File: src/design/rsbd_pkg.sv
// Shared types and fixed field widths of the ring statistics descriptor.
package rsbd_pkg;

    localparam int PIX_W  = 16;
    localparam int POS_W  = 12;
    localparam int RC_W   = 5;
    localparam int RW_W   = 16;
    localparam int OUT_W  = 64;
    localparam int WIDX_W = 3;
    localparam int CNT_W  = 11;
    localparam int SUM_W  = 27;
    localparam int SQ_W   = 43;
    localparam int DVD_W  = CNT_W + SQ_W;
    localparam int DVS_W  = 2 * CNT_W;

    localparam logic [CNT_W-1:0] CNT_MAX = 11'd2047;

    localparam logic REG_RING_COUNT = 1'b0;
    localparam logic REG_RING_WIDTH = 1'b1;

    typedef enum logic [1:0] {
        DIV_RING,
        DIV_MEAN,
        DIV_VAR
    } div_sel_t;

    typedef struct packed {
        logic     load_px;
        logic     sq;
        logic     chk;
        logic     start_div;
        div_sel_t div_sel;
        logic     upd_ring;
        logic     ld_stat;
        logic     wr_mean;
        logic     wr_var;
        logic     ld_row;
        logic     cmp;
        logic     emit;
        logic     emit_last;
        logic     clr;
    } rsbd_cmd_t;

    typedef struct packed {
        logic busy;
        logic in_range;
        logic last_px;
        logic cnt_zero;
        logic word_full;
        logic out_free;
    } rsbd_sts_t;

endpackage

File: src/design/rsbd_ctrl.sv
// Sequencer for pixel binning, ring statistics and pair comparison.
module rsbd_ctrl
    import rsbd_pkg::*;
#(
    parameter int MAX_RINGS = 16
) (
    input  logic                               aclk,
    input  logic                               aresetn,
    input  logic                               s_valid,
    output logic                               s_ready,
    input  logic [$clog2(MAX_RINGS+1)-1:0]     n_eff,
    input  rsbd_sts_t                          sts,
    output rsbd_cmd_t                          cmd,
    output logic [$clog2(MAX_RINGS)-1:0]       i_idx,
    output logic [$clog2(MAX_RINGS)-1:0]       j_idx
);

    localparam int RI_W = $clog2(MAX_RINGS);
    localparam int NW   = $clog2(MAX_RINGS + 1);

    typedef enum logic [3:0] {
        ST_IDLE, ST_DIFF, ST_CHK, ST_SQRT, ST_DIV, ST_END,
        ST_LD, ST_MUL, ST_DM, ST_DV, ST_ROW, ST_PAIR, ST_EMIT
    } state_t;

    state_t          state_reg;
    logic [RI_W-1:0] i_reg;
    logic [RI_W-1:0] j_reg;
    logic            fin_reg;
    logic [RI_W-1:0] nm1;
    logic            app;
    logic            fin;
    logic            flush;

    assign nm1   = RI_W'(n_eff - NW'(1));
    assign app   = (j_reg != i_reg);
    assign fin   = (i_reg == nm1) && (j_reg == nm1 - RI_W'(1));
    assign flush = fin || (app && sts.word_full);
    assign i_idx = i_reg;
    assign j_idx = j_reg;

    always_comb begin
        cmd     = '0;
        s_ready = 1'b0;
        unique case (state_reg)
            ST_IDLE: begin
                s_ready     = 1'b1;
                cmd.load_px = s_valid;
            end
            ST_DIFF: cmd.sq  = 1'b1;
            ST_CHK:  cmd.chk = 1'b1;
            ST_SQRT: begin
                cmd.start_div = !sts.busy;
                cmd.div_sel   = DIV_RING;
            end
            ST_DIV:  cmd.upd_ring = !sts.busy;
            ST_END:  ;
            ST_LD:   cmd.ld_stat = 1'b1;
            ST_MUL: begin
                if (!sts.busy) begin
                    if (sts.cnt_zero) begin
                        cmd.wr_mean = 1'b1;
                        cmd.wr_var  = 1'b1;
                    end else begin
                        cmd.start_div = 1'b1;
                        cmd.div_sel   = DIV_MEAN;
                    end
                end
            end
            ST_DM: begin
                if (!sts.busy) begin
                    cmd.wr_mean   = 1'b1;
                    cmd.start_div = 1'b1;
                    cmd.div_sel   = DIV_VAR;
                end
            end
            ST_DV:   cmd.wr_var = !sts.busy;
            ST_ROW:  cmd.ld_row = 1'b1;
            ST_PAIR: cmd.cmp    = app;
            ST_EMIT: begin
                cmd.emit      = sts.out_free;
                cmd.emit_last = fin_reg;
                cmd.clr       = sts.out_free && fin_reg;
            end
            default: ;
        endcase
    end

    always_ff @(posedge aclk) begin
        if (!aresetn) begin
            state_reg <= ST_IDLE;
            i_reg     <= '0;
            j_reg     <= '0;
            fin_reg   <= 1'b0;
        end else begin
            unique case (state_reg)
                ST_IDLE: if (s_valid) state_reg <= ST_DIFF;
                ST_DIFF: state_reg <= ST_CHK;
                ST_CHK:  state_reg <= sts.in_range ? ST_SQRT : ST_END;
                ST_SQRT: if (!sts.busy) state_reg <= ST_DIV;
                ST_DIV:  if (!sts.busy) state_reg <= ST_END;
                ST_END: begin
                    i_reg     <= '0;
                    state_reg <= sts.last_px ? ST_LD : ST_IDLE;
                end
                ST_LD:   state_reg <= ST_MUL;
                ST_MUL, ST_DV: begin
                    if (!sts.busy && (state_reg == ST_DV || sts.cnt_zero)) begin
                        // advance to the next ring, or start comparing
                        if (i_reg == nm1) begin
                            i_reg     <= '0;
                            state_reg <= ST_ROW;
                        end else begin
                            i_reg     <= i_reg + RI_W'(1);
                            state_reg <= ST_LD;
                        end
                    end else if (!sts.busy) begin
                        state_reg <= ST_DM;
                    end
                end
                ST_DM:   if (!sts.busy) state_reg <= ST_DV;
                ST_ROW: begin
                    j_reg     <= '0;
                    state_reg <= ST_PAIR;
                end
                ST_PAIR: begin
                    fin_reg <= fin;
                    if (j_reg == nm1) begin
                        j_reg <= '0;
                        i_reg <= i_reg + RI_W'(1);
                    end else begin
                        j_reg <= j_reg + RI_W'(1);
                    end
                    if (flush)
                        state_reg <= ST_EMIT;
                    else
                        state_reg <= (j_reg == nm1) ? ST_ROW : ST_PAIR;
                end
                ST_EMIT: begin
                    if (sts.out_free) begin
                        if (fin_reg) begin
                            i_reg     <= '0;
                            j_reg     <= '0;
                            fin_reg   <= 1'b0;
                            state_reg <= ST_IDLE;
                        end else begin
                            state_reg <= (j_reg == '0) ? ST_ROW : ST_PAIR;
                        end
                    end
                end
                default: state_reg <= ST_IDLE;
            endcase
        end
    end

endmodule

File: config.mk
export PLATFORM = sky130hd
export DESIGN_NAME = rsbd_ctrl
export DESIGN_NICKNAME = d
export VERILOG_FILES = /design/src/design/rsbd_pkg.sv /design/src/design/rsbd_ctrl.sv
export SDC_FILE = /design/constraint.sdc
export NUM_CORES = 1
export LEC_CHECK = 0
export BUFFER_PORTS_ARGS = -buffer_cell sky130_fd_sc_hd__clkbuf_2
export CORE_UTILIZATION = 40
export CTS_CLUSTER_DIAMETER = 60
export DETAILED_ROUTE_END_ITERATION = 16
export PLACE_DENSITY_LB_ADDON = 0.08
export SYNTH_ARGS = -nofsm -noshare
export SYNTH_HDL_FRONTEND = slang
export SYNTH_SLANG_ARGS = --single-unit
File: constraint.sdc
create_clock -name aclk -period 5.1 [get_ports aclk]
set_input_delay 0.255 -clock aclk [delete_from_list [all_inputs] [get_ports aclk]]
set_output_delay 0.255 -clock aclk [all_outputs]
set_load 0.1 [all_outputs]
# Word-level counts from Yosys, hierarchy flattened
# Index checks and enable logic that the tools add are counted.
[word_totals]
word_cells = 93
register_bits = 13
inputBits = 14
out_inout_bits = 24
[op_classes]
n_eq_ne = 25
n_reduce_logical = 17
add_sub_neg = 4
mux = 43
[ops]
columns = ["operator", "count"]
rows = [
  ["two-way mux 4 bit", 15],
  ["case mux 4 bit (12 select lines)", 1],
  ["two-way mux 3 bit", 7],
  ["equality test 4 bit (second input constant)", 5],
  ["equality test 4 x 3 -> 1 bit (second input constant)", 4],
  ["inequality test 2 bit (second input constant)", 8],
  ["case mux 4 bit (4 select lines)", 1],
  ["equality test 4 bit", 3],
  ["two-way mux 1 bit", 12],
  ["case mux 4 bit (3 select lines)", 1],
  ["case mux 3 bit (3 select lines)", 1],
  ["adder 4 x 1 -> 4 bit (second input constant)", 2],
  ["equality test 4 x 2 -> 1 bit (second input constant)", 2],
  ["zero test 4 bit", 2],
  ["subtractor 4 x 1 -> 4 bit (second input constant)", 2],
  ["case mux 1 bit (2 select lines)", 3],
  ["AND reduction 6 bit", 1],
  ["AND reduction 5 bit", 1],
  ["equality test 4 x 1 -> 1 bit (second input constant)", 1],
  ["logical AND 1 bit", 4],
  ["two-way mux 2 bit", 2],
  ["inequality test 4 bit", 1],
  ["nonzero test 4 bit", 1],
  ["inequality test 3 bit (second input constant)", 1],
  ["7 further kinds", 8],
]

# Depth between registers and ports, before layout
[logic_depth]
word_depth = 7
ltp_mapped = 8
mapped_depth_nobuf = 8

# Worst setup path before layout
# Ideal clock, no wire load.
[synth_path]
path_type = "register to output"
startpoint = "register state_reg[3]"
endpoint = "output cmd[14] in the netlist's numbering"
arrival_ns = 4.672
path_buffers = 3
setup_slack_ns = 0.173
required_time_ns = 4.845
stages_incl_launch_ff = 6
cell_sequence = "dfxtp_1 -> buf_2 -> buf_2 -> buf_2 -> nor4_1 -> and2_1"
[synth_lines]
columns = ["item", "line_no", "source"]
rows = [
  ["from (decl)", "rsbd_ctrl.sv:26", "state_t state_reg;"],
  ["from (signal assigned)", "rsbd_ctrl.sv:99", "ST_CHK: state_reg <= sts.in_range ? ST_SQRT : ST_END;"],
  ["from (signal assigned)", "rsbd_ctrl.sv:104", "state_reg <= sts.last_px ? ST_LD : ST_IDLE;"],
  ["from (signal assigned)", "rsbd_ctrl.sv:137", "state_reg <= (j_reg == nm1) ? ST_ROW : ST_PAIR;"],
  ["to (decl)", "rsbd_ctrl.sv:13", "output rsbd_cmd_t cmd,"],
]

==> results.py <==
metrics = {
    "synth": {
        "number_of_enable_type_register_cells_in_the_synthesized_netlist": 0,
        "synthFlopType": "sky130_fd_sc_hd__dfxtp_1",
        "synth-seq-cells": 13,
        "synth_sequential_area_ratio_pct": 17.7,
        "yosys_warnings": 0,
        "synth_top_cells_by_area": "sky130_fd_sc_hd__dfxtp_1, sky130_fd_sc_hd__xnor2_1, sky130_fd_sc_hd__xor2_1",
        "postSynthNetCount": 215,
        "synthMostInstantiatedCell": "sky130_fd_sc_hd__nor2_1",
        "top_post_synthesis_cells_by_count": "sky130_fd_sc_hd__nor2_1, sky130_fd_sc_hd__nand2_1, sky130_fd_sc_hd__a21oi_1, sky130_fd_sc_hd__dfxtp_1, sky130_fd_sc_hd__xnor2_1",
        "synth.avg_cell_area_um2": 7.49,
        "synth-async-reset-ratio_pct": 0,
        "post-synth-top-area-fraction_pct": 17.7,
        "synthCells": 196,
        "netlist_area_before_placement_mm2": 0.00147,
        "synth_area_leader": "sky130_fd_sc_hd__dfxtp_1",
        "post_synth_num_cell_types": 55,
    },
    "layout": {
        "nFillCells": 364,
        "regArea_um2": 260,
        "num_antenna_cells": 0,
        "final_core_utilization_pct": 48.9,
        "multiInputGateArea_mm2": 0.00111,
        "flow.area_growth_from_synthesis_pct": 13.8,
        "nNetsFinal": 243,
        "final_layout_size_suffix_gt1_share_pct": 23.8,
    },
    "route": {
        "detail_route.drc_violations": 0,
        "drt-total-wl_mm": 3.87,
        "detail_route.wl_per_cell_um": 14.4,
        "drt_first_pass_iters": 4,
        "vias_per_cell": 5.48,
        "drt_iter0_drc": 92,
        "final_antenna_net_count": 0,
        "vias": 1475,
    },
    "worst_setup_path": {
        "path_max_fanout": 22,
        "cp-start-kind": "register",
        "critical_path.cell_chain": "nor2b_1 > nand3_1 > a21oi_1 > clkbuf_2",
        "crit_slowest_cell": "sky130_fd_sc_hd__dfxtp_1",
        "critPathArrivalTime_ps": 2470,
        "setup.reg_to_reg.worst_slack_ps": 2800,
        "crit_type": "register to output pin",
        "worst_r2r_path_depth": 6,
        "rr_endpoint": "i_idx[2]",
        "end_kind": "output pin",
        "beginning_of_the_worst_register_to_register_path": "state_reg[3]",
        "crit_required_ps": 4850,
        "stage_delay_of_the_slowest_cell_on_the_critical_path_ps": 780,
    },
    "pwr": {
        "p_leak_nw": 0.691,
        "power.density_cell_area_mw_per_mm2": 239,
        "design_power_uw": 399,
        "power.ir.vdd_worst_uv": 124,
    },
    "sta": {
        "relSlewSlack_pct": 44.1,
        "hold_slack_ps": 312,
        "timing.final.max_slew_violations": 0,
        "setup-tns-final_ps": 0,
        "fin_worst_skew_ps": 5.92,
        "rsz0062_at_grt": "no",
        "timing.final.crit_period_ps": 2720,
        "final-setup-viol-count": 0,
        "finalHoldViolCount": 0,
        "fmax_ghz": 0.367,
        "worst_slew_pin_slew_ps": 837,
        "finalCritPeriodShare_pct": 53.4,
        "post-route-worst-setup-slack_ps": 2380,
    },
    "clock_network": {
        "tritoncts.num_buffers": 3,
        "post-cts-setup-buffers": 0,
        "clk_transition_reported_paths_ps": 90,
        "cts_buffer_depth": 2,
        "h-tree-depth": 1,
        "postCtsHoldBufs": 0,
        "tritoncts": "built",
        "cts_root_buf": "sky130_fd_sc_hd__clkbuf_4",
        "clock_insertion_delay_worst_skew_ps": 290,
        "clock-sinks": 13,
        "post_cts_resize_count": 0,
    },
    "placed_design": {
        "gp_congestion": 0.843,
        "dp_slack_ps": 2740,
        "detailed_place_hpwl_mm": 2.94,
        "port_buffers": 36,
    },
    "global_routing": {
        "grt_start_max_net_pins": 28,
        "grt_pass1_vias": 1446,
        "gr-usage-all-layers_pct": 20.9,
        "grt_first_pass_wirelength_mm": 6.76,
        "antenna_found_initial": 0,
        "grt_remaining_overflow": 0,
    },
    "hold_path": {
        "worstHoldPathType": "input pin to register",
        "worstHoldStart": "aresetn",
        "min_delay_path_depth": 2,
        "timing.hold.worst_endpoint": "state_reg[2]",
    },
    "floorplan": {
        "ioPinCount": 38,
        "die-area_mm2": 0.00392,
        "fp.dieH_um": 62.6,
        "die_width_um": 62.6,
        "total_core_area_mm2": 0.00342,
        "placement_rows": 21,
        "floorplan.initialDensity_pct": 43.0,
    },
    "job": {
        "timing.max_cap.violations": 0,
    },
    "run_status": {
        "outcome": "complete, no violations",
    },
}
-- layout by cell type, fill, tap and decap left out, types with 2 or more instances in the layout --
cell and n:
sky130_fd_sc_hd__dfxtp_1 13, sky130_fd_sc_hd__nor2b_1 3, sky130_fd_sc_hd__nor2_1 16, sky130_fd_sc_hd__o21ai_1 3
sky130_fd_sc_hd__a21oi_1 13, sky130_fd_sc_hd__ha_1 5, sky130_fd_sc_hd__nor3_2 3, sky130_fd_sc_hd__nand4_1 2
sky130_fd_sc_hd__o22ai_1 2, sky130_fd_sc_hd__clkbuf_2 36, sky130_fd_sc_hd__nor3_1 10, sky130_fd_sc_hd__xnor2_1 11
sky130_fd_sc_hd__o21ai_0 4, sky130_fd_sc_hd__and2_1 3, sky130_fd_sc_hd__and3b_1 3, sky130_fd_sc_hd__nand2b_1 9
sky130_fd_sc_hd__nand3_1 8, sky130_fd_sc_hd__nand3b_1 2, sky130_fd_sc_hd__nand2_1 14, sky130_fd_sc_hd__and3_1 3
sky130_fd_sc_hd__o211ai_1 5, sky130_fd_sc_hd__mux2i_1 2, sky130_fd_sc_hd__nor4_1 4, sky130_fd_sc_hd__xor2_1 8
sky130_fd_sc_hd__or3_1 3, sky130_fd_sc_hd__clkbuf_4 3, sky130_fd_sc_hd__inv_1 8
-- final cells by class --
type | instances | share of cell area [%]
Clock buffer | 3 | 1.35
Clock inverter | 1 | 0.300
Inverter | 8 | 1.80
Multi-Input combinational cell | 162 | 66.7
Sequential cell | 13 | 15.6
Tap cell | 46 | 3.45
Timing Repair Buffer | 36 | 10.8
-- metal layers --
| metal | routed length [um] | global-route usage (%) | up-vias |
|---|---|---|---|
| met3 | 188 | 3.28 | 2 |
| met4 | 12 | 2.03 | 0 |
| met2 | 1810 | 34.6 | 38 |
| li1 | - | - | 758 |
| met5 | 0 | 0 | - |
| met1 | 1870 | 29.1 | 677 |
-- through the flow --
stage / std cells / instance area (um2)
after global placement: 265 / 1640
after floorplan: 196 / 1470
after detailed placement: 265 / 1640
after global routing: 269 / 1670
after CTS: 269 / 1670
final: 269 / 1670
-- worst max-delay path by stage --
stage / end / slack [ps] / start / cells past startpoint
3_5_place_dp: cmd[5] / 2740 / state_reg[1] / 4
3_3_place_gp: cmd[5] / 2760 / state_reg[1] / 4
4_1_cts: cmd[5] / 2420 / state_reg[1] / 4
5_1_grt: cmd[11] / 2240 / state_reg[1] / 6
6_report: cmd[5] / 2380 / state_reg[1] / 4
2_1_floorplan: cmd[14] / 170 / state_reg[3] / 5
-- critical path, delay by kind of cell, from the launching register on --
| kind | cells | cell delay [ps] |
|---|---|---|
| AO/OA/AOI/OAI | 1 | 290 |
| buffers and inverters | 1 | 510 |
| flip-flops | 1 | 780 |
| AND/OR/NAND/NOR | 2 | 600 |
-- power by group --
part / total (mW) / internal (mW) / switching (mW)
Combinational: 0.196 / 0.0550 / 0.141
Sequential: 0.135 / 0.106 / 0.0292
Clock: 0.0673 / 0.0292 / 0.0381
-- kinds of logic (layout without fill, tap and decap cells) --
group	after synthesis	in the layout	share of synthesized area, %
buffers and inverters	21	48	6.31
XOR/XNOR	21	21	13.6
AO/OA/AOI/OAI	42	42	20.0
adder cells (fa/ha/maj)	5	5	4.26
multiplexers	3	3	2.13
AND/OR/NAND/NOR	91	91	36.1
flip-flops	13	13	17.7
No activity file was read; power rests on OpenSTA's default activity.
